### src/bgkc_pkg.sv
`timescale 1ns / 1ps
// shared widths, stage map, codes and types for the bgk collision stepper
// no dependencies; every module of the block imports this package

package bgkc_pkg;

  // population values, signed q4.28 at the default width
  localparam int VALUE_WIDTH = 32;

  // relaxation factors, unsigned q1.30
  localparam int OMEGA_W    = 31;
  localparam int OMEGA_FRAC = 30;

  // configuration port
  localparam int MODE_W      = 2;
  localparam int CFG_INDEX_W = 2;
  localparam int CFG_DATA_W  = OMEGA_W;

  // datapath widths, sized so that no intermediate ever wraps
  localparam int DIFF_W   = VALUE_WIDTH + 1;   // g - f
  localparam int BDF_W    = VALUE_WIDTH + 3;   // 4*s - sb
  localparam int MUL_IN_W = VALUE_WIDTH + 8;   // largest rk4 stage difference
  localparam int MUL_LO_W = MUL_IN_W / 2;
  localparam int MUL_HI_W = MUL_IN_W - MUL_LO_W;
  localparam int PP_LO_W  = MUL_LO_W + OMEGA_W;
  localparam int PP_HI_W  = MUL_HI_W + OMEGA_W + 1;
  localparam int PROD_W   = MUL_IN_W + OMEGA_W + 1;
  localparam int K_W      = VALUE_WIDTH + 9;   // collision terms k1..k4
  localparam int SUM_W    = VALUE_WIDTH + 10;
  localparam int X_W      = VALUE_WIDTH + 9;   // divide-by-three operand
  localparam int U_W      = X_W + 1;           // biased, unsigned operand
  localparam int R_W      = VALUE_WIDTH + 12;  // unclipped result

  // bias that makes the divide-by-three operand non-negative, divided by three
  localparam logic signed [R_W-1:0] Q_BIAS =
    {{(R_W - X_W){1'b0}}, 1'b1, {(X_W - 1){1'b0}}};

  // divide by three, a chunk of bits per stage
  localparam int DIV_CHUNK  = 8;
  localparam int DIV_STAGES = (U_W + DIV_CHUNK - 1) / DIV_CHUNK;

  // pipeline stage map
  localparam int ST_PREP   = 0;
  localparam int ST_K1_MUL = 1;                // also the before-term multiply
  localparam int ST_D2     = 3;
  localparam int ST_K2_MUL = 4;
  localparam int ST_D3     = 6;
  localparam int ST_K3_MUL = 7;
  localparam int ST_D4     = 9;
  localparam int ST_K4_MUL = 10;
  localparam int ST_SUM    = 12;
  localparam int ST_DIVIN  = 13;
  localparam int ST_DIV    = 14;
  localparam int ST_R      = ST_DIV + DIV_STAGES;
  localparam int ST_OUT    = ST_R + 1;
  localparam int PIPE_DEPTH = ST_OUT + 1;

  typedef enum logic [MODE_W-1:0] {
    MODE_EULER = 2'd0,
    MODE_AM3   = 2'd1,
    MODE_BDF2  = 2'd2,
    MODE_RK4   = 2'd3
  } stepper_mode_e;

  typedef enum logic [CFG_INDEX_W-1:0] {
    REG_STEPPER_MODE = 2'd0,
    REG_OMEGA_NOW    = 2'd1,
    REG_OMEGA_BEFORE = 2'd2
  } cfg_reg_e;

  // per-stage load enables and occupancy
  typedef struct packed {
    logic [PIPE_DEPTH-1:0] load;
    logic [PIPE_DEPTH-1:0] valid;
  } bgkc_pipe_t;

  // values that ride along the pipeline
  typedef struct packed {
    logic signed [VALUE_WIDTH-1:0] s;
    logic signed [DIFF_W-1:0]      d0;
    logic signed [DIFF_W-1:0]      db;
    logic signed [BDF_W-1:0]       n;
    logic signed [MUL_IN_W-1:0]    diff;
    logic signed [K_W-1:0]         k1;
    logic signed [K_W-1:0]         cb;
    logic signed [K_W-1:0]         k2;
    logic signed [K_W-1:0]         k3;
    logic signed [SUM_W-1:0]       p1;
    logic signed [SUM_W-1:0]       p2;
    logic signed [SUM_W-1:0]       t;
    logic [U_W-1:0]                u;
    logic signed [R_W-1:0]         carry;
  } bgkc_side_t;

endpackage

### src/bgkc_omega_mul.sv
`timescale 1ns / 1ps
// two-stage multiply of a signed difference by an unsigned q1.30 omega, floor >> 30
// depends on bgkc_pkg for widths

module bgkc_omega_mul (
  input  logic                                clk_i,
  input  logic [1:0]                          load_i,
  input  logic signed [bgkc_pkg::MUL_IN_W-1:0] operand_i,
  input  logic [bgkc_pkg::OMEGA_W-1:0]        omega_i,
  output logic signed [bgkc_pkg::K_W-1:0]     product_o
);
  import bgkc_pkg::*;

  logic [MUL_LO_W-1:0]        lo;
  logic signed [MUL_HI_W-1:0] hi;
  logic [PP_LO_W-1:0]         pp_lo_d, pp_lo_q;
  logic signed [PP_HI_W-1:0]  pp_hi_d, pp_hi_q;
  logic signed [PROD_W-1:0]   prod_d;
  logic signed [K_W-1:0]      product_q;

  // split the operand so that each partial product stays within 52 bits
  assign lo = operand_i[MUL_LO_W-1:0];
  assign hi = $signed(operand_i[MUL_IN_W-1:MUL_LO_W]);

  assign pp_lo_d = PP_LO_W'(lo) * PP_LO_W'(omega_i);
  assign pp_hi_d = PP_HI_W'(hi) * PP_HI_W'($signed({1'b0, omega_i}));

  assign prod_d = (PROD_W'(pp_hi_q) <<< MUL_LO_W) + $signed(PROD_W'(pp_lo_q));

  always_ff @(posedge clk_i) begin
    if (load_i[0]) begin
      pp_lo_q <= pp_lo_d;
      pp_hi_q <= pp_hi_d;
    end
    // arithmetic shift of the full product is the floor
    if (load_i[1]) begin
      product_q <= prod_d[OMEGA_FRAC +: K_W];
    end
  end

  assign product_o = product_q;

endmodule

### config.mk
export PLATFORM = sky130hd
export DESIGN_NAME = bgkc_omega_mul
export DESIGN_NICKNAME = d
export VERILOG_FILES = /design/src/bgkc_pkg.sv /design/src/bgkc_omega_mul.sv
export SDC_FILE = /design/constraint.sdc
export NUM_CORES = 2
export LEC_CHECK = 0
export ABC_CLOCK_PERIOD_IN_PS = 7190
export BUFFER_PORTS_ARGS = -buffer_cell sky130_fd_sc_hd__clkbuf_2
export CAP_MARGIN = 20
export CORE_MARGIN = 3
export CORE_UTILIZATION = 61
export CTS_BUF_LIST = sky130_fd_sc_hd__clkbuf_8
export DETAILED_ROUTE_END_ITERATION = 10
export PLACE_DENSITY = 0.81
export SYNTH_ARGS = -nofsm -noshare
export SYNTH_HDL_FRONTEND = slang
export SYNTH_SLANG_ARGS = --single-unit
### constraint.sdc
create_clock -name clk_i -period 7.19 [get_ports clk_i]
set_clock_uncertainty 0.1 [all_clocks]
set_input_delay 1.0785 -clock clk_i [delete_from_list [all_inputs] [get_ports clk_i]]
set_output_delay 1.0785 -clock clk_i [all_outputs]
set_load 0.005 [all_outputs]
* After elaboration in Yosys (flattened, before gate mapping)
Cells that the tools add are included.
** Cells by class
- Add/sub/neg operators :: 1
- Multiply operators :: 2
- Divide/modulo/power cells :: 0
- Magnitude comparators :: 0
- Equality and inequality tests :: 0
- Shifts and indexed selects :: 0
- Multiplexer cells :: 0
- Bitwise gates (word level) :: 0
- Reductions and logical operators :: 0
** Operators by type and width (number)
- $add 71x52->71 :: 1
- $mul 20x31->51 :: 1
- $mul 20x32->51 :: 1
** Storage, ports and cells
- Bits in registers :: 143
- Bits in latches :: 0
- Memory bits (writable) :: 0
- ROM bits :: 0
- Input port bits :: 74
- Output and inout bits :: 41
- Memories :: 0

* Longest topological paths before layout
- Depth after elaboration :: 1
- Gate-level depth with buffers :: 29
- Mapped depth without buffers :: 27

* Worst setup path before layout
Ideal clock, no wire load.
- Kind :: input to register
- Start point :: in operand_i[25] (netlist bit)
- End point :: reg pp_hi_q[50], data pin
- Data arrival time :: 7.497 ns
- Path slack :: -0.667 ns
- Stages on the path :: 24
- Buffers on the path :: 1
- Path through :: clkbuf_1 > nand2_1 > fa_1 > fa_1 > fa_1 > inv_1 > fa_1 > fa_1 > fa_1 > inv_1 > fa_1 > inv_1 > ha_1 > a21oi_4 > o21ai_1 > a221o_1 > or3b_4 > a2111oi_4 > o31ai_2 > a21bo_4 > a31oi_4 > o21ai_2 > a21oi_2 > xnor2_1
** On the way
- Longest elaborated chain between the ends :: 1
** Ends and longest elaborated chain
- start, declared :: RTL line bgkc_omega_mul.sv:8 : input logic signed [bgkc_pkg::MUL_IN_W-1:0] operand_i,
- $mul 20x32->51 :: RTL line bgkc_omega_mul.sv:26 : assign pp_hi_d = PP_HI_W'(hi) * PP_HI_W'($signed({1'b0, omega_i}));
- via pp_hi_d[50] :: RTL line bgkc_omega_mul.sv:17 : logic signed [PP_HI_W-1:0] pp_hi_d, pp_hi_q;
- end signal, assigned :: RTL line bgkc_omega_mul.sv:33 : pp_hi_q <= pp_hi_d;
- end, declared :: RTL line bgkc_omega_mul.sv:17
The timed path passes the listed nets, and every way through them passes these cells.
A chain may end at the register's enable or synchronous reset.

* Worst setup path in the final report
- Start point :: in operand_i[25] (netlist bit)
- End point :: reg pp_hi_q[42], data pin
The elaborated chain is that of the path after synthesis.

==> flow_metrics.env <==
export IMPL_root_buffer="clkbuf_8"
export IMPL_clkSinkCount=123
export IMPL_violations="negative setup slack"
export IMPL_antenna_found_initial=5
export IMPL_drtIter0Drc=3020
export IMPL_cp_end_kind="register"
export IMPL_yosysUniqueCellTypes=78
export IMPL_htreeDepth=4
export IMPL_fin_nets=6728
export IMPL_num_rows=98
export IMPL_syn_area_um2=44800
export IMPL_post_route_min_period_ns=7.56
export IMPL_whs_ns=0.479
export IMPL_synth_seq_area_share_pct=8.25
export IMPL_cts_tree="yes"
export IMPL_timing_final_crit_share_pct=105
export IMPL_vias_per_cell=5.78
export IMPL_cp_top_family="adder cells"
export IMPL_synthArstFlopShare_pct=0
export IMPL_port_buffers=114
export IMPL_yosysTopAreaCellShare_pct=46.3
export IMPL_die_area_um2=76700
export IMPL_worst_endpoint_required_ns=7.38
export IMPL_finalSetupViolCount=37
export IMPL_grt_pass1_vias=38749
export IMPL_hp_start="pp_hi_q[35]"
export IMPL_grt_max_degree=83
export IMPL_synthFlopType="edfxtp_1"
export IMPL_drc=0
export IMPL_finalHoldViolCount=0
export IMPL_clk_pin_slew_ns=0.09
export IMPL_avgRoutedWirePerCell_um=20.8
export IMPL_rr_endpoint="product_o[40]"
export IMPL_synth_warnings=0
export IMPL_netlist_top_cells_area="fa_1 46%, ha_1 11%, inv_1 9.6%, and2_1 8.4%, edfxtp_1 8.2%"
export IMPL_die_width_um=277
export IMPL_first_pass_iters=8
export IMPL_cts_buffers=17
export IMPL_clk_latency_ns=0.54
export IMPL_wl_met3_um=12900
export IMPL_worst_pin_slew_ns=0.673
export IMPL_hold_path_end="product_o[25]"
export IMPL_vias=35862
export IMPL_ant_nets=0
export IMPL_path_max_fanout=20
export IMPL_setup_slack_ns=-0.366
export IMPL_syn_instance_count=4815
export IMPL_syn_to_final_growth_pct=17.5
export IMPL_slew_headroom_pct=54.8
export IMPL_overflow=0
export IMPL_min_path_cells=2
export IMPL_slowest_stage="fa_1"
export IMPL_syn_avg_cell_area_um2=9.30
export IMPL_finalWirelength_um=129000
export IMPL_path_buf_inv=8
export IMPL_start_util_pct=62.1
export IMPL_die_h_um=277
export IMPL_arrival_ns=7.74
export IMPL_synth_top_cell_by_area="fa_1"
export IMPL_fmax_mhz=132
export IMPL_maxCapViolations=0
export IMPL_track_usage_pct=32.8
export IMPL_grt_pass1_wl_um=199000
export IMPL_slowest_delay_ns=0.51
export IMPL_yosysMostFrequentCell="inv_1"
export IMPL_dp_hpwl_um=98900
export IMPL_dr_max_layer_used="met5"
export IMPL_synth_common_cells="1142 x inv_1, 1036 x fa_1, 679 x nand2_1, 601 x and2_1, 378 x ha_1"
export IMPL_stdcell_area_um2=52600
export IMPL_status="finished with violations"
export IMPL_place_area_um2=50100
export IMPL_wl_met1_um=44400
export IMPL_hp_class="register to register"
export IMPL_rsz0062_at_grt="yes"
export IMPL_syn_num_nets=6303
export IMPL_critPathKind="primary input to register"
export IMPL_r2r_start="pp_lo_q[32]"
export IMPL_coreArea_um2=72100
export IMPL_drive_gt1_share_pct=18.3
export IMPL_ys_seq_elements=123
export IMPL_io_pins=115
export IMPL_reg2reg_slack_ns=3.23
export IMPL_holdBufCountCts=0
export IMPL_fillers=4595
export IMPL_worst_path_most_repeated_cell="fa_1"
export IMPL_wl_met2_um=62200
export IMPL_clockBufferDepth=2
export IMPL_synth_edf_count=123
export IMPL_place_gp_congestion=0.915
export IMPL_finalMaxSlewViolations=0
export IMPL_start_kind="primary input"
export IMPL_rr_worst_depth=11
==> metal layers <==
metal / vias up / GRT usage [%]
met4: 4 / 19.2
met3: 642 / 6.15
met5: - / 0
met1: 18166 / 40.7
li1: 14973 / -
met2: 2077 / 54.1
==> state kept, by name (all words and copies together) (netlist names) <==
signal and count:
product_o 41, pp_lo_q 31, pp_hi_q 51
==> layout by cell type (no fill, tap or decap), types with 10 or more instances in the layout <==
master       n
buf_12      51
buf_4      450
inv_2       32
and3_1      11
nand2b_1    24
clkbuf_4    15
xnor2_1     74
inv_1     1111
xor2_1      39
nor2b_1     11
fa_1       987
nor2_1      58
nand2_1    665
and2_4      43
fa_2        49
a21oi_1     76
nand3_1     22
o21ai_0     35
nand2_2     10
ha_4        25
a21oi_2     12
edfxtp_1   123
ha_1       350
nand4_1     16
clkbuf_8    25
o21bai_1    10
and2_1     558
buf_6       42
clkbuf_2    71
a21o_1      51
==> logic make-up after synthesis <==
kind of cell / synth area share [%]
AOI/OAI and AO/OA: 4.46
xor gates and xnor gates: 2.39
adders and majority gates: 56.9
buffers and inverters: 11.8
DFF: 8.25
and+or+nand+nor: 16.3
==> metrics by stage <==
step | std cells | TNS (ns) | worst slack (ns) | util, %
2_1_floorplan | 4815 | -1.84 | -0.335 | -
3_3_place_gp | 6114 | -30.94 | -0.955 | 69.5
3_5_place_dp | 6114 | -36.88 | -1.10 | 69.5
4_1_cts | 6175 | -2.36 | -0.211 | 71.5
5_1_grt | 6205 | -11.15 | -0.463 | 73.0
6_report | 6208 | -6.89 | -0.366 | 73.0
==> layout make-up <==
class | count | area (um^2) | area share [%]
diodes | 5 | 12.5 | 0.0238
clock inverters | 15 | 166 | 0.316
flip-flops and latches | 123 | 3690 | 7.02
repair buffers | 665 | 5990 | 11.4
inverters | 1143 | 4300 | 8.16
multi-input cells | 3290 | 37000 | 70.4
well taps | 950 | 1190 | 2.26
clock buffers | 17 | 234 | 0.445
==> worst register-to-register path, cell delays in order (launching register included) <==
cell and delay [ns]:
edfxtp_1 0.48, ha_1 0.39, and4_1 0.24, nand3_1 0.08
o21ai_1 0.54, a211o_1 0.36, nand4_1 0.19, a21boi_2 0.42
and4_1 0.40, and4_1 0.29, nand3_1 0.11, xnor2_1 0.14
==> timing repair <==
item	in CTS	in global routing
setup buffers	25	29
gates resized for setup	171	202
endpoints found under the hold margin	0	0
cloned	5	6
pin swaps	92	136
endpoints found under the setup margin	32	47
==> worst max path at each step <==
stage / start / endpoint / slack, ns / depth (start not counted)
after global routing: operand_i[25] / pp_hi_q[50] / -0.46 / 26
final: operand_i[25] / pp_hi_q[42] / -0.37 / 25
after global placement: omega_i[17] / pp_lo_q[44] / -0.95 / 26
after floorplan: omega_i[5] / pp_hi_q[48] / -0.33 / 24
after detailed placement: omega_i[17] / pp_lo_q[44] / -1.10 / 26
after CTS: omega_i[16] / pp_hi_q[48] / -0.21 / 26
Power is not shown: default switching activity piles up to over one toggle a cycle in this logic, so the estimate is an artifact.
