`src/bgkc_pkg.sv`:
```
`timescale 1ns / 1ps
// shared widths, stage map, codes and types for the bgk collision stepper
// no dependencies; every module of the block imports this package

package bgkc_pkg;

  // population values, signed q4.28 at the default width
  localparam int VALUE_WIDTH = 32;

  // relaxation factors, unsigned q1.30
  localparam int OMEGA_W    = 31;
  localparam int OMEGA_FRAC = 30;

  // configuration port
  localparam int MODE_W      = 2;
  localparam int CFG_INDEX_W = 2;
  localparam int CFG_DATA_W  = OMEGA_W;

  // datapath widths, sized so that no intermediate ever wraps
  localparam int DIFF_W   = VALUE_WIDTH + 1;   // g - f
  localparam int BDF_W    = VALUE_WIDTH + 3;   // 4*s - sb
  localparam int MUL_IN_W = VALUE_WIDTH + 8;   // largest rk4 stage difference
  localparam int MUL_LO_W = MUL_IN_W / 2;
  localparam int MUL_HI_W = MUL_IN_W - MUL_LO_W;
  localparam int PP_LO_W  = MUL_LO_W + OMEGA_W;
  localparam int PP_HI_W  = MUL_HI_W + OMEGA_W + 1;
  localparam int PROD_W   = MUL_IN_W + OMEGA_W + 1;
  localparam int K_W      = VALUE_WIDTH + 9;   // collision terms k1..k4
  localparam int SUM_W    = VALUE_WIDTH + 10;
  localparam int X_W      = VALUE_WIDTH + 9;   // divide-by-three operand
  localparam int U_W      = X_W + 1;           // biased, unsigned operand
  localparam int R_W      = VALUE_WIDTH + 12;  // unclipped result

  // bias that makes the divide-by-three operand non-negative, divided by three
  localparam logic signed [R_W-1:0] Q_BIAS =
    {{(R_W - X_W){1'b0}}, 1'b1, {(X_W - 1){1'b0}}};

  // divide by three, a chunk of bits per stage
  localparam int DIV_CHUNK  = 8;
  localparam int DIV_STAGES = (U_W + DIV_CHUNK - 1) / DIV_CHUNK;

  // pipeline stage map
  localparam int ST_PREP   = 0;
  localparam int ST_K1_MUL = 1;                // also the before-term multiply
  localparam int ST_D2     = 3;
  localparam int ST_K2_MUL = 4;
  localparam int ST_D3     = 6;
  localparam int ST_K3_MUL = 7;
  localparam int ST_D4     = 9;
  localparam int ST_K4_MUL = 10;
  localparam int ST_SUM    = 12;
  localparam int ST_DIVIN  = 13;
  localparam int ST_DIV    = 14;
  localparam int ST_R      = ST_DIV + DIV_STAGES;
  localparam int ST_OUT    = ST_R + 1;
  localparam int PIPE_DEPTH = ST_OUT + 1;

  typedef enum logic [MODE_W-1:0] {
    MODE_EULER = 2'd0,
    MODE_AM3   = 2'd1,
    MODE_BDF2  = 2'd2,
    MODE_RK4   = 2'd3
  } stepper_mode_e;

  typedef enum logic [CFG_INDEX_W-1:0] {
    REG_STEPPER_MODE = 2'd0,
    REG_OMEGA_NOW    = 2'd1,
    REG_OMEGA_BEFORE = 2'd2
  } cfg_reg_e;

  // per-stage load enables and occupancy
  typedef struct packed {
    logic [PIPE_DEPTH-1:0] load;
    logic [PIPE_DEPTH-1:0] valid;
  } bgkc_pipe_t;

  // values that ride along the pipeline
  typedef struct packed {
    logic signed [VALUE_WIDTH-1:0] s;
    logic signed [DIFF_W-1:0]      d0;
    logic signed [DIFF_W-1:0]      db;
    logic signed [BDF_W-1:0]       n;
    logic signed [MUL_IN_W-1:0]    diff;
    logic signed [K_W-1:0]         k1;
    logic signed [K_W-1:0]         cb;
    logic signed [K_W-1:0]         k2;
    logic signed [K_W-1:0]         k3;
    logic signed [SUM_W-1:0]       p1;
    logic signed [SUM_W-1:0]       p2;
    logic signed [SUM_W-1:0]       t;
    logic [U_W-1:0]                u;
    logic signed [R_W-1:0]         carry;
  } bgkc_side_t;

endpackage

```
`src/bgkc_pipe_ctrl.sv`:
```
`timescale 1ns / 1ps
// stage occupancy and load enables with bubble collapse for the stepper pipeline
// depends on bgkc_pkg for the depth and the control struct

module bgkc_pipe_ctrl (
  input  logic                 clk_i,
  input  logic                 rst_ni,
  input  logic                 in_valid_i,
  input  logic                 out_stall_i,
  output logic                 in_stall_o,
  output bgkc_pkg::bgkc_pipe_t pipe_o
);
  import bgkc_pkg::*;

  logic [PIPE_DEPTH-1:0] valid_d, valid_q;
  logic [PIPE_DEPTH-1:0] ready;

  // a stage may load if any stage from it to the end is empty, or the output drains
  always_comb begin
    logic [PIPE_DEPTH-1:0] mask;
    for (int k = 0; k < PIPE_DEPTH; k++) begin
      mask     = {PIPE_DEPTH{1'b1}} << k;
      ready[k] = !out_stall_i || (|(~valid_q & mask));
    end
  end

  always_comb begin
    valid_d = valid_q;
    if (ready[0]) begin
      valid_d[0] = in_valid_i;
    end
    for (int k = 1; k < PIPE_DEPTH; k++) begin
      if (ready[k]) begin
        valid_d[k] = valid_q[k-1];
      end
    end
  end

  always_ff @(posedge clk_i or negedge rst_ni) begin
    if (!rst_ni) begin
      valid_q <= '0;
    end else begin
      valid_q <= valid_d;
    end
  end

  assign in_stall_o   = !ready[0];
  assign pipe_o.load  = ready;
  assign pipe_o.valid = valid_q;

endmodule

```
`config.mk`:
```
export PLATFORM = sky130hd
export DESIGN_NAME = bgkc_pipe_ctrl
export DESIGN_NICKNAME = d
export VERILOG_FILES = /design/src/bgkc_pkg.sv /design/src/bgkc_pipe_ctrl.sv
export SDC_FILE = /design/constraint.sdc
export NUM_CORES = 1
export LEC_CHECK = 0
export BUFFER_PORTS_ARGS = -buffer_cell sky130_fd_sc_hd__buf_2
export CAP_MARGIN = 15
export CORE_ASPECT_RATIO = 0.6
export CORE_UTILIZATION = 30
export CTS_BUF_LIST = sky130_fd_sc_hd__clkbuf_2 sky130_fd_sc_hd__clkbuf_4 sky130_fd_sc_hd__clkbuf_8
export DETAILED_ROUTE_END_ITERATION = 10
export GPL_TIMING_DRIVEN = 0
export SYNTH_ARGS = -nofsm -noshare
export SYNTH_HDL_FRONTEND = slang
export SYNTH_SLANG_ARGS = --single-unit
```
`constraint.sdc`:
```
create_clock -name clk_i -period 2.1 [get_ports clk_i]
set_clock_uncertainty 0.2 [all_clocks]
set_input_delay 0.63 -clock clk_i [delete_from_list [all_inputs] [get_ports clk_i]]
set_output_delay 0.63 -clock clk_i [all_outputs]
set_load 0.02 [all_outputs]
```
## Word level (Yosys, flattened, before mapping)

Cells that the tools add are included.

| storage, ports and cells | value |
|---|---|
| bits in registers | 22 |
| input bits | 4 |
| word-level logic and storage cells | 68 |

| operators by class | value |
|---|---|
| bitwise gates (word level) | 1 |
| reduce and logical (&&, ||, !) cells | 45 |

Operators by type and width:

| cell | count |
|---|---|
| logical OR 1 bit | 22 |
| NOT 22 bit | 1 |
| OR reduction 22 bit | 1 |
| OR reduction 21 bit | 1 |
| OR reduction 20 bit | 1 |
| OR reduction 19 bit | 1 |
| OR reduction 18 bit | 1 |
| OR reduction 17 bit | 1 |
| OR reduction 16 bit | 1 |
| OR reduction 15 bit | 1 |
| OR reduction 14 bit | 1 |
| OR reduction 13 bit | 1 |
| OR reduction 12 bit | 1 |
| OR reduction 11 bit | 1 |
| OR reduction 10 bit | 1 |
| OR reduction 9 bit | 1 |
| OR reduction 8 bit | 1 |
| OR reduction 7 bit | 1 |
| OR reduction 6 bit | 1 |
| OR reduction 5 bit | 1 |
| OR reduction 4 bit | 1 |
| OR reduction 3 bit | 1 |
| logical NOT 1 bit | 2 |
| OR reduction 2 bit | 1 |

## Longest topological paths before layout

| logic depth | value |
|---|---|
| depth in word-level cells | 4 |
| depth in mapped cells | 4 |
| gate-level depth less buffers | 3 |

## Least setup slack after synthesis

No wires, ideal clock.

| path | value |
|---|---|
| kind | input -> output |
| start | in out_stall_i |
| end | out pipe_o[32] in the netlist's numbering |
| arrival time | 1585 ps |
| data required time | 1270 ps |
| slack | -315 ps |
| stages on the path | 3 |
| cell sequence | nand3_1 -> nor3_4 -> nand3_1 |

RTL lines:

| element | RTL line | text |
|---|---|---|
| from (decl) | bgkc_pipe_ctrl.sv:9 | `input logic out_stall_i,` |
| to (decl) | bgkc_pipe_ctrl.sv:11 | `output bgkc_pkg::bgkc_pipe_t pipe_o` |

==> implementation parameters <==
Parameter                              Value

Global routing
  Via count of the first global-routing pass ... approximately 850
  Grt total ovfl ... 0
  Maximum number of pins on one net before global-route repair ... 23
  Global-route wire length before repair ... approximately 4300 um
  GRT Util Overall ... 16.3%
  Number of antenna violations at the first check in global routing ... 0

Critical path
  Worst setup path start ... out_stall_i
  Crit-path max FO ... 5
  Arrival time of the worst setup path ... ~1700 ps
  Reg2Reg Depth ... 7
  Launch point of the worst reg-to-reg path ... valid_q[4]
  Required time of the critical path ... between 1000 and 1500 ps
  Category of the worst setup path capture point ... output port
  Setup slack, reg-to-reg ... about 340 ps
  Type of origin of the critical path ... input pin
  Destination of the worst register-to-register timing path ... valid_q[1]
  Start-to-end type of the worst setup path ... in2out

Finish
  Layout Cells excl Fill ... approximately 210
  Fraction of final layout cells sized beyond drive strength 1 ... around three quarters
  Top flop regs ... valid_q x22
  Fill cells ... roughly 250
  Max reg flops ... 22
  Area delta synth->final ... 91.0%
  Antenna cells ... 0
  Final nets ... 176
  Top register by number of flip-flops ... valid_q

Clock network
  Clock slew seen by the registers of the worst setup and hold paths ... around 80 ps
  Total clock sinks ... 22
  Max clock buf depth ... 2
  Insertion delay to the later sink of the worst-skew pair ... 260 ps
  TritonCTS clock tree ... built
  Number of clock buffers inserted by TritonCTS ... 3
  Htree depth ... 1
  CTS root buffer ... sky130_fd_sc_hd__clkbuf_8

Floorplanning
  Die area ... 3620 um2
  Die width ... 77.0 um
  Number of placed I/O pins ... 49
  Height of the die ... approximately 47 um
  Initial standard-cell utilization of the core ... around 33%
  Core ar. ... 3040 um2
  Count of standard-cell rows ... 15

Placement
  Placed wire-length estimate after detailed placement ... between 1500 and 2000 um
  Placer congestion estimate ... 0.724
  Number of placed cells counting well taps ... ~180
  Port bufs ... 48

Timing
  Final slew viol count ... 0
  # setup viols final ... 20
  Top achievable clock speed ... 0.403 GHz
  Final critical-path share of the clock period ... 118%
  Tightest Pin Transition ... slightly above 500 ps
  Clock period minus final worst setup slack ... around 2500 ps
  Worst slew margin relative to its limit ... 66.4%
  Final Hold Vio Count ... 0
  Fin worst setup slack ... -384 ps
  Unrepaired setup endpoints after global routing ... true

Detailed routing
  Via count ... slightly above 1,000
  Number of DRC markers after the initial detailed-route iteration ... 30
  Wire length per cell ... between 10 and 15 um
  Pre-antenna DRT Iters ... 4
  DRC errors left ... 0
  ANT nets after route ... 0
  Routed Wire Length ... just over 3000 um
  Ratio of routed vias to standard cells ... between 4 and 5

Min path
  Hold crit path type ... in2async

Power
  Power consumption ... roughly 1.3 mW
  Power density of the placed cells ... roughly 680 nW/um2
  Peak supply drop ... 0.368 mV
  Static Leakage ... around 0.9 nW

Yosys
  Synthesized area per cell ... 11.6 um2
  Mapped Cells ... 87
  Total of flip-flops plus latches after synthesis ... 22
  Netlist cell types ... 24
  Fraction of the yosys area taken by sequential cells ... between 50% and 60%
  Post-synth design cell area ... between 1000 and 1500 um2
  Warning count from the yosys run ... 0
  Number of nets in the synthesized netlist ... 91

Run status
  Status ... finished, violations left
  Violated checks ... negative setup slack

Job
  Number of max-capacitance violations reported ... 0
==> per-layer routing <==
layer  GRT usage (%)  wire [um]
met3            5.05        149
met4            4.53         18
met5               0          0
met1            21.9       1500
met2            26.3       1430
==> logic make-up after synthesis <==
| logic type | share of synthesized area [%] |
|---|---|
| AND/OR/NAND/NOR | 30.9 |
| AO/OA/AOI/OAI | 11.5 |
| buffers and inverters | 3.33 |
| flip-flops | 54.3 |
==> cells in the final DEF (no fill, tap or decap), types with 2 or more instances in the layout <==
cell,n
sky130_fd_sc_hd__a21o_1,7
sky130_fd_sc_hd__a31o_1,2
sky130_fd_sc_hd__a31o_2,2
sky130_fd_sc_hd__a41o_1,2
sky130_fd_sc_hd__buf_2,28
sky130_fd_sc_hd__buf_4,25
sky130_fd_sc_hd__buf_6,25
sky130_fd_sc_hd__clkbuf_8,4
sky130_fd_sc_hd__dfrtp_1,11
sky130_fd_sc_hd__dfrtp_2,11
sky130_fd_sc_hd__inv_1,2
sky130_fd_sc_hd__inv_2,2
sky130_fd_sc_hd__nand2_1,3
sky130_fd_sc_hd__nand2_2,2
sky130_fd_sc_hd__nand2_4,4
sky130_fd_sc_hd__nand2b_1,3
sky130_fd_sc_hd__nand3_1,4
sky130_fd_sc_hd__nand3_2,4
sky130_fd_sc_hd__nand3_4,3
sky130_fd_sc_hd__nand4_1,2
sky130_fd_sc_hd__nand4_4,3
sky130_fd_sc_hd__nor2_4,2
sky130_fd_sc_hd__nor4_4,3
sky130_fd_sc_hd__or2_1,2
sky130_fd_sc_hd__or2_2,3
==> cells in the mapped netlist <==
library cell | n | area, um2
sky130_fd_sc_hd__nand4_2 | 2 | 25.0
sky130_fd_sc_hd__nand4_1 | 2 | 12.5
sky130_fd_sc_hd__buf_6 | 1 | 11.3
sky130_fd_sc_hd__or2_1 | 2 | 12.5
sky130_fd_sc_hd__nor4_4 | 2 | 42.5
sky130_fd_sc_hd__nand4_4 | 1 | 21.3
sky130_fd_sc_hd__a21o_1 | 7 | 52.6
sky130_fd_sc_hd__inv_1 | 5 | 18.8
sky130_fd_sc_hd__a41o_1 | 2 | 20.0
sky130_fd_sc_hd__dfrtp_1 | 22 | 551
sky130_fd_sc_hd__a31o_2 | 2 | 17.5
sky130_fd_sc_hd__nor3_4 | 1 | 16.3
sky130_fd_sc_hd__a21o_2 | 1 | 8.76
sky130_fd_sc_hd__and2_1 | 1 | 6.26
sky130_fd_sc_hd__or2_2 | 3 | 18.8
sky130_fd_sc_hd__and3_1 | 2 | 12.5
sky130_fd_sc_hd__clkbuf_1 | 1 | 3.75
sky130_fd_sc_hd__nand3_1 | 11 | 55.1
sky130_fd_sc_hd__and4_1 | 2 | 17.5
sky130_fd_sc_hd__nor2_1 | 2 | 7.51
sky130_fd_sc_hd__nand2_1 | 9 | 33.8
sky130_fd_sc_hd__nand2b_1 | 3 | 18.8
sky130_fd_sc_hd__a31o_1 | 2 | 17.5
sky130_fd_sc_hd__nor4_2 | 1 | 12.5
==> critical path, stage by stage <==
cell and delay (ps):
sky130_fd_sc_hd__buf_8 80, sky130_fd_sc_hd__nand4_4 130, sky130_fd_sc_hd__nor4_4 370, sky130_fd_sc_hd__buf_6 180
sky130_fd_sc_hd__nand4_1 90, sky130_fd_sc_hd__buf_4 170
==> timing repair <==
| action | CTS | global route |
|---|---|---|
| gates cloned | 1 | 1 |
| buffers inserted | 18 | 13 |
| resized for setup | 42 | 37 |
| hold buffers | 0 | 0 |
| pin swaps | 8 | 13 |
| setup endpoints to repair | 20 | 21 |
==> report_power, final <==
group | switching (mW) | leakage [nW] | internal, mW
combinational | 0.261 | 0.644 | 0.219
sequential | 0.0638 | 0.238 | 0.467
clock | 0.139 | 0.0288 | 0.167
==> worst max path at each step <==
stage                     cells past startpoint  slack [ps]          to
final                                         6        -380  pipe_o[25]
after global placement                        5        -340  in_stall_o
after CTS                                     5        -400  pipe_o[22]
after global routing                          5        -470  pipe_o[22]
after detailed placement                      5        -370  in_stall_o
after floorplan                               4        -130  pipe_o[25]
==> area by class of cell <==
type	count	area (um2)	area share, %
flip-flops and latches	22	564	29.2
clock buffers	4	55.1	2.84
inverters	5	21.3	1.10
multi-input cells	58	569	29.4
plain buffers	2	15.0	0.776
well taps	42	52.6	2.71
repair buffers	80	658	34.0
==> per-stage QoR <==
step	instance area, um2	utilization (%)	setup TNS (ps)	hold slack, ps	setup slack [ps]
after floorplan	1040	-	-1090	134	-130
after detailed placement	1340	44.0	-5210	290	-368
after CTS	1690	55.7	-5060	140	-398
final	1940	63.7	-5730	125	-384
after global placement	1340	44.0	-4710	280	-337
after global routing	1940	63.7	-7020	165	-475
Power figures use the tool's default switching activity.
