### src/bgkc_pkg.sv
`timescale 1ns / 1ps
// shared widths, stage map, codes and types for the bgk collision stepper
// no dependencies; every module of the block imports this package

package bgkc_pkg;

  // population values, signed q4.28 at the default width
  localparam int VALUE_WIDTH = 32;

  // relaxation factors, unsigned q1.30
  localparam int OMEGA_W    = 31;
  localparam int OMEGA_FRAC = 30;

  // configuration port
  localparam int MODE_W      = 2;
  localparam int CFG_INDEX_W = 2;
  localparam int CFG_DATA_W  = OMEGA_W;

  // datapath widths, sized so that no intermediate ever wraps
  localparam int DIFF_W   = VALUE_WIDTH + 1;   // g - f
  localparam int BDF_W    = VALUE_WIDTH + 3;   // 4*s - sb
  localparam int MUL_IN_W = VALUE_WIDTH + 8;   // largest rk4 stage difference
  localparam int MUL_LO_W = MUL_IN_W / 2;
  localparam int MUL_HI_W = MUL_IN_W - MUL_LO_W;
  localparam int PP_LO_W  = MUL_LO_W + OMEGA_W;
  localparam int PP_HI_W  = MUL_HI_W + OMEGA_W + 1;
  localparam int PROD_W   = MUL_IN_W + OMEGA_W + 1;
  localparam int K_W      = VALUE_WIDTH + 9;   // collision terms k1..k4
  localparam int SUM_W    = VALUE_WIDTH + 10;
  localparam int X_W      = VALUE_WIDTH + 9;   // divide-by-three operand
  localparam int U_W      = X_W + 1;           // biased, unsigned operand
  localparam int R_W      = VALUE_WIDTH + 12;  // unclipped result

  // bias that makes the divide-by-three operand non-negative, divided by three
  localparam logic signed [R_W-1:0] Q_BIAS =
    {{(R_W - X_W){1'b0}}, 1'b1, {(X_W - 1){1'b0}}};

  // divide by three, a chunk of bits per stage
  localparam int DIV_CHUNK  = 8;
  localparam int DIV_STAGES = (U_W + DIV_CHUNK - 1) / DIV_CHUNK;

  // pipeline stage map
  localparam int ST_PREP   = 0;
  localparam int ST_K1_MUL = 1;                // also the before-term multiply
  localparam int ST_D2     = 3;
  localparam int ST_K2_MUL = 4;
  localparam int ST_D3     = 6;
  localparam int ST_K3_MUL = 7;
  localparam int ST_D4     = 9;
  localparam int ST_K4_MUL = 10;
  localparam int ST_SUM    = 12;
  localparam int ST_DIVIN  = 13;
  localparam int ST_DIV    = 14;
  localparam int ST_R      = ST_DIV + DIV_STAGES;
  localparam int ST_OUT    = ST_R + 1;
  localparam int PIPE_DEPTH = ST_OUT + 1;

  typedef enum logic [MODE_W-1:0] {
    MODE_EULER = 2'd0,
    MODE_AM3   = 2'd1,
    MODE_BDF2  = 2'd2,
    MODE_RK4   = 2'd3
  } stepper_mode_e;

  typedef enum logic [CFG_INDEX_W-1:0] {
    REG_STEPPER_MODE = 2'd0,
    REG_OMEGA_NOW    = 2'd1,
    REG_OMEGA_BEFORE = 2'd2
  } cfg_reg_e;

  // per-stage load enables and occupancy
  typedef struct packed {
    logic [PIPE_DEPTH-1:0] load;
    logic [PIPE_DEPTH-1:0] valid;
  } bgkc_pipe_t;

  // values that ride along the pipeline
  typedef struct packed {
    logic signed [VALUE_WIDTH-1:0] s;
    logic signed [DIFF_W-1:0]      d0;
    logic signed [DIFF_W-1:0]      db;
    logic signed [BDF_W-1:0]       n;
    logic signed [MUL_IN_W-1:0]    diff;
    logic signed [K_W-1:0]         k1;
    logic signed [K_W-1:0]         cb;
    logic signed [K_W-1:0]         k2;
    logic signed [K_W-1:0]         k3;
    logic signed [SUM_W-1:0]       p1;
    logic signed [SUM_W-1:0]       p2;
    logic signed [SUM_W-1:0]       t;
    logic [U_W-1:0]                u;
    logic signed [R_W-1:0]         carry;
  } bgkc_side_t;

endpackage

### src/bgkc_div3.sv
`timescale 1ns / 1ps
// pipelined unsigned divide by three, restoring, a chunk of bits per stage
// depends on bgkc_pkg for the operand width and stage count

module bgkc_div3 (
  input  logic                               clk_i,
  input  logic [bgkc_pkg::DIV_STAGES-1:0]    load_i,
  input  logic [bgkc_pkg::U_W-1:0]           dividend_i,
  output logic [bgkc_pkg::U_W-1:0]           quotient_o
);
  import bgkc_pkg::*;

  localparam logic [2:0] DIV_BASE = 3'd3;

  // upper two bits hold the running remainder, processed bits turn into quotient bits
  logic [U_W+1:0] stg_d [DIV_STAGES];
  logic [U_W+1:0] stg_q [DIV_STAGES];

  function automatic logic [U_W+1:0] div_chunk(input logic [U_W+1:0] acc_in,
                                               input int base);
    logic [U_W+1:0] acc;
    logic [2:0]     part;
    int             pos;
    acc = acc_in;
    for (int j = 0; j < DIV_CHUNK; j++) begin
      if (base + j < U_W) begin
        pos  = U_W - 1 - base - j;
        part = {acc[U_W+1:U_W], acc[pos]};
        if (part >= DIV_BASE) begin
          acc[U_W+1:U_W] = 2'(part - DIV_BASE);
          acc[pos]       = 1'b1;
        end else begin
          acc[U_W+1:U_W] = part[1:0];
          acc[pos]       = 1'b0;
        end
      end
    end
    return acc;
  endfunction

  always_comb begin
    stg_d[0] = div_chunk({2'b00, dividend_i}, 0);
    for (int g = 1; g < DIV_STAGES; g++) begin
      stg_d[g] = div_chunk(stg_q[g-1], g * DIV_CHUNK);
    end
  end

  always_ff @(posedge clk_i) begin
    for (int g = 0; g < DIV_STAGES; g++) begin
      if (load_i[g]) begin
        stg_q[g] <= stg_d[g];
      end
    end
  end

  assign quotient_o = stg_q[DIV_STAGES-1][U_W-1:0];

endmodule

### config.mk
export PLATFORM = sky130hd
export DESIGN_NAME = bgkc_div3
export DESIGN_NICKNAME = d
export VERILOG_FILES = /design/src/bgkc_pkg.sv /design/src/bgkc_div3.sv
export SDC_FILE = /design/constraint.sdc
export NUM_CORES = 1
export LEC_CHECK = 0
export ABC_AREA = 1
export BUFFER_PORTS_ARGS = -buffer_cell sky130_fd_sc_hd__buf_2
export CELL_PAD_IN_SITES_DETAIL_PLACEMENT = 0
export CELL_PAD_IN_SITES_GLOBAL_PLACEMENT = 1
export CORE_MARGIN = 1
export CORE_UTILIZATION = 30
export CTS_BUF_LIST = sky130_fd_sc_hd__clkbuf_16
export DETAILED_ROUTE_END_ITERATION = 8
export GPL_TIMING_DRIVEN = 0
export PLACE_DENSITY = 0.52
export SKIP_LAST_GASP = 1
export SYNTH_ARGS = -nofsm -noshare
export SYNTH_HDL_FRONTEND = slang
export SYNTH_SLANG_ARGS = --single-unit
### constraint.sdc
create_clock -name clk_i -period 4.8 [get_ports clk_i]
set_input_delay 0 -clock clk_i [delete_from_list [all_inputs] [get_ports clk_i]]
set_output_delay 0 -clock clk_i [all_outputs]
set_load 0.05 [all_outputs]
Word-level counts from Yosys, hierarchy flattened:

Memories as Yosys holds them, arrays and structs flattened.
Index checks and enable logic that the tools add are counted.

* word-level logic and storage cells: 177
* memory bits (writable): 264
* input port bits: 49
* register bits after elaboration: 0
* memories kept: 1

Memories
* stg_q: words 6, width 44, read ports 6, clocked after Yosys merged registers in 0, wr ports 6, RTL line bgkc_div3.sv:17 `logic [U_W+1:0] stg_q [DIV_STAGES];`

* add/subtract/negate cells: 41
* multiplexer cells: 94
* $lt $le $gt $ge: 41

Operator list (number)
* $ge 3x2->1 const B: 40
* $mux 2: 41
* $sub 2x2->2 const B: 41
* $mux 1: 53
* $ge 2x2->1 const B: 1

Longest topological paths before layout:

Gate-level depths: netlist of run 1.
An unclocked memory read counts as a cell.

* word-level depth: 17
* mapped depth: 45
* gate-level depth less buffers: 45

Worst setup path after synthesis of run 1:

OpenSTA, ideal clock, no wires.

* path type: reg-to-reg
* start: memory stg_q[1][25] (netlist bit)
* end: memory stg_q[2][18] (netlist bit), data pin
* arrival: 4772 ps
* setup slack: -227 ps
* cell stages (with the launch flop): 36
* buffers on the path: 0
* data required time: 4545 ps
* path through: edfxtp_1 -> ha_1 -> o21ai_0 -> nand2_2 -> ha_1 -> o21ai_1 -> nand2_2 -> ha_1 -> inv_1 -> nand2_1 -> o21ai_0 -> nand2_2 -> ha_1 -> inv_1 -> nand2_1 -> o21ai_0 -> nand2_2 -> ha_1 -> inv_1 -> nand2_1 -> o21ai_0 -> nand2_2 -> ha_1 -> inv_1 -> nand2_1 -> o21ai_0 -> nand2_2 -> ha_1 -> inv_1 -> nand4_1 -> nand2_2 -> inv_1 -> ha_1 -> inv_1 -> nand3_2 -> and2_1

RTL lines (RTL line)
* start, declared: bgkc_div3.sv:17

==> flow_summary.toml, run 1 <==
[cts]
cts_max_path_buffers = 3
numCtsBuffers = 31
cts.htree.levels = 1
root_buffer = "clkbuf_16"
cts.sinks = 256
cts_tree = "done"
clk_latency_ps = 540
clk_pin_slew_ps = 60

[run]
cap_violations = 0

[timing]
post-route-period-util = 0.9515
fmax_ghz = 0.2190
slew_viol_final = 0
rsz0062_at_grt = "yes"
setup_viol = 0
setup_ws_ps = 232.8
fin_crit_ps = 4567
clock_skew_ps = 7.359
slew_headroom = 0.2033
worstMarginPinSlew_ps = 1195
hold_viol = 0

[placed_design]
port_buffers = 89
dp_slack_ps = -438.9
place_congestion = 0.7655
post-dp-hpwl_um = 10480

[pwr]
power_switching_mw = 3.242
p_seq_frac = 0.338
power_mw = 9.440
swShare = 0.3434
peakVddDrop_mv = 0.2916
pwr-share-clk = 0.244
p_int_mw = 6.198
leakage_nw = 5.795
power-per-cell-area_nw_per_um2 = 656.8
combPwrFrac = 0.418

[route]
firstDrtPassIters = 4
dr_wl_met3_um = 803
avgViaCountPerCell = 4.182
drc = 0
top_layer = "met4"
initialDrtViolationCount = 202
ant_nets = 0
wl_met2_um = 9247
wire_per_inst_um = 12.50
drt-total-wl_um = 18730
vias = 6265
met1Wirelength_um = 8214

[yosys]
synth_top_area_frac = 0.7203
seq_area_frac_synth = 0.7203
netlist_area_um2 = 10670
ys_seq_elements = 256
synth_cells = 789
synthTopCellsByArea = "edfxtp_1, nand2_1, ha_1, inv_1, nand2_2"
yosysWarnings = 0
syn_area_per_cell_um2 = 13.53
synth_nets = 878
ys_types = 32
synth_top_area_cell = "edfxtp_1"

[setup_path]
cpPeakStageDelay_ps = 440
slowest_stage = "edfxtp_1"
crit_type = "reg2reg"
cp-end-kind = "flop"
crit_arrival_ps = 4870
cp-start-kind = "flop"
crit_fanout = 4
worst_path_most_repeated_cell = "nand2_2"
cp_data_required_time_ps = 5100

[grt]
antenna_found_initial = 0
overflow = 0
grt_max_degree = 44
grt_pass1_vias = 6107
grt_usage = 0.1008
grt_pass1_wl_um = 29080

[floorplanning]
ios = 91
num_rows = 68
start_util = 0.3067
dieHeight_um = 190.6
core_area_um2 = 34800
dieArea_um2 = 36330
die_w_um = 190.6

[cells_and_area]
reg_top3 = "stg_q x256"
num_antenna_cells = 0
largest_register = "stg_q"
area_growth_pct = 34.67
layout_commonest_cell = "edfxtp_1"
layout-drive-gt1-share = 0.4228
largest_reg_flops = 256
fin_nets = 1109
layout_common_cells = "edfxtp_1, nand2_1, inv_1"

[outcome]
outcome = "finished clean"

[hold_path]
hp-class = "in2reg"
==> cell type report <==
class | instances | area [um^2]
buffer | 1 | 7.507
clock buffer | 31 | 775.7
clock inverter | 25 | 241.5
fill | 3284 | 20430
inverter | 125 | 491.7
multi-input combinational | 407 | 3223
sequential | 256 | 7687
tap | 455 | 569.3
timing repair buffer | 198 | 1376
==> through the flow <==
stage,TNS (ps),util,hold slack [ps],area (um^2),std cells
2_1_floorplan,-7.310,-,98.87,10680,789
3_3_place_gp,-4384,0.3362,177.7,11700,1333
3_5_place_dp,-4205,0.3362,178.1,11700,1333
4_1_cts,-26.43,0.3889,114.5,13530,1463
5_1_grt,-235.7,0.4130,139.2,14370,1498
6_report,0,0.4130,161.0,14370,1498
==> metal layers <==
metal,vias to the layer above,track usage
met1,2932,0.1206
met3,37,0.02319
met5,-,0
met2,95,0.1754
met4,0,0.03785
li1,3201,-
==> synthesized netlist by cell type, drive strengths merged <==
library cell,instances
ha,40
xor2,3
edfxtp,256
o21bai,1
o22ai,1
nand3b,1
conb,1
a211oi,2
and2,3
buf,1
a21o,3
nand3,51
nand2,202
nand4,24
a21oi,20
nor2,29
inv,125
o21ai,25
a21boi,1
==> worst max-delay path, delay by kind of cell, from the launching register on <==
kind	cells	cell delay, ps
AO/OA/AOI/OAI	3	430
adder cells (fa/ha/maj)	7	1160
buffers and inverters	7	450
flip-flops	1	440
AND/OR/NAND/NOR	22	1830
==> repair_timing <==
| action | in CTS | in global routing |
|---|---|---|
| cloned | 0 | 0 |
| resized for setup | 51 | 145 |
| setup buffers | 29 | 37 |
| endpoints found under the hold margin | 43 | 0 |
| endpoints found under the setup margin | 12 | 13 |
| pin swaps | 35 | 96 |
| hold buffers | 45 | 0 |
==> worst paths after layout <==
path             startpoint  slack (ps)  cells after the start           end
max             stg_q[3][9]         230                     39  stg_q[4][43]
max reg2reg     stg_q[3][9]         230                     39  stg_q[4][43]
min reg2reg    stg_q[1][28]         410                      0  stg_q[2][28]
min          dividend_i[22]         160                      2  stg_q[0][22]
==> power groups by stage <==
stage	Clock, mW	Sequential, mW	Combinational (mW)
floorplan	0	3.37	2.05
global placement	0	3.22	2.72
detailed placement	0	3.23	2.72
CTS	2.40	3.18	3.12
global route	2.49	3.23	4.46
finish	2.31	3.19	3.95
==> logic make-up after synthesis <==
| family | after synthesis | share of synthesized area |
|---|---|---|
| DFF | 256 | 0.7203 |
| buffers and inverters | 126 | 0.04467 |
| xor gates and xnor gates | 3 | 0.003166 |
| other | 1 | 0.0003514 |
| and+or+nand+nor | 310 | 0.1503 |
| AOI/OAI and AO/OA | 53 | 0.03435 |
| adders and majority gates | 40 | 0.04689 |
No activity file was read; power rests on OpenSTA's default activity.
==> inputs of run 2 (changes only) <==
Settings changed: REMOVE_ABC_BUFFERS set to 1.
==> flow_summary.toml, run 2 (synthesis results as in run 1) <==
[pwr]
power_mw = 9.390
leakage_nw = 5.774
p_int_mw = 6.182
peakVddDrop_mv = 0.3774
combPwrFrac = 0.415
power_switching_mw = 3.208
pwr-share-clk = 0.245
p_seq_frac = 0.340
power-per-cell-area_nw_per_um2 = 653.1
swShare = 0.3416

[setup_path]
cp_data_required_time_ps = 5100
cp-start-kind = "flop"
crit_fanout = 4
slowest_stage = "edfxtp_1"
worst_path_most_repeated_cell = "nand2_2"
cp-end-kind = "flop"
crit_type = "reg2reg"
rr_worst_depth = 39
cpPeakStageDelay_ps = 430
crit_arrival_ps = 4870

[timing]
slew_headroom = 0.2053
setup_viol = 0
final.setup.tns_ps = 0
clock_skew_ps = 7.585
worstMarginPinSlew_ps = 1192
hold_viol = 0
timing.hold.ws_ps = 163.2
fmax_ghz = 0.2188
fin_crit_ps = 4571
rsz0062_at_grt = "yes"
post-route-period-util = 0.9523
slew_viol_final = 0

[placed_design]
post-dp-hpwl_um = 10350
place_congestion = 0.7588
dp.cells = 1332
port_buffers = 89

[floorplanning]
dieArea_um2 = 36330
ios = 91
start_util = 0.3067
num_rows = 68
core_area_um2 = 34800
die_w_um = 190.6
dieHeight_um = 190.6

[grt]
overflow = 0
met2_usage = 0.1705
gr-usage-met3 = 0.02227
antenna_found_initial = 1
top_usage_layer = "met2"
grt_usage = 0.09704
grt_max_degree = 44
grt_pass1_vias = 5892
grt_pass1_wl_um = 28010
grtUsageMet1 = 0.1168

[cts]
cts.htree.levels = 1
numCtsBuffers = 30
cts_max_path_buffers = 3
root_buffer = "clkbuf_16"
cts.sinks = 256
clk_pin_slew_ps = 60
cts_tree = "done"
clk_latency_ps = 540

[cells_and_area]
nFillCells = 3263
reg_top3 = "stg_q x256"
layout_common_cells = "edfxtp_1, nand2_1, inv_1"
layout_commonest_cell = "edfxtp_1"
area_growth_pct = 34.70
largest_reg_flops = 256
seq_area_um2 = 7687
multi_input_area_um2 = 3237
fin_cells = 1495
largest_register = "stg_q"
final_core_util = 0.4131
layout-drive-gt1-share = 0.4196
fin_nets = 1105

[route]
ant_nets = 0
drt-total-wl_um = 18300
firstDrtPassIters = 4
wire_per_inst_um = 12.24
initialDrtViolationCount = 179
avgViaCountPerCell = 4.187
drc = 0
vias = 6259

[hold_path]
hold-path-cell-count = 2
hp-class = "in2reg"

[outcome]
outcome = "finished clean"

[run]
cap_violations = 0
-- run 2: path summary, 6_finish.rpt --
check	end	slack, ps	from
worst min register to register	stg_q[4][30]	410	stg_q[3][30]
worst max-delay path	stg_q[1][26]	230	stg_q[0][33]
worst max register to register	stg_q[1][26]	230	stg_q[0][33]
worst min-delay path	stg_q[0][31]	160	dividend_i[31]
-- run 2: per-layer routing --
metal / vias up / routed length [um]
li1: 3196 / -
met1: 2940 / 7887
met2: 91 / 9298
met3: 32 / 689
met4: 0 / 427
met5: - / 0
-- run 2: through the flow --
step	instance area, um^2	worst slack, ps
floorplan	10670	-226.6
global placement	11680	-674.0
detailed placement	11680	-665.0
CTS	13540	-1.912
global route	14380	-102.6
finish	14380	229.1
-- run 2: power by group through the flow --
stage	sequential, mW	clock [mW]	combinational [mW]
floorplan	3.37	0	2.03
global placement	3.22	0	2.70
detailed placement	3.23	0	2.69
CTS	3.18	2.39	3.15
global route	3.23	2.47	4.39
finish	3.19	2.30	3.90
-- run 2: what timing repair did --
action                                 in CTS  in global routing
gates cloned                                0                  0
resized for setup                          59                152
endpoints found under the hold margin      43                  0
buffers inserted                           32                 30
hold buffers                               45                  0
setup endpoints to repair                  12                 13
pin swaps                                  43                 92
-- run 2: cell type report --
| cell class | count | share of cell area |
|---|---|---|
| flip-flops and latches | 256 | 0.5347 |
| repair buffers | 196 | 0.09521 |
| clock buffers | 31 | 0.05396 |
| multi-input cells | 407 | 0.2252 |
| clock inverters | 24 | 0.01680 |
| well taps | 455 | 0.03960 |
| inverters | 125 | 0.03438 |
| diodes | 1 | 0.0001741 |
-- run 2: critical path, delay by kind of cell, from the launching register on --
family	cells	cell delay (ps)
AOI/OAI and AO/OA	4	560
adders and majority gates	8	1340
buffers and inverters	8	400
DFF	1	430
and+or+nand+nor	19	1590
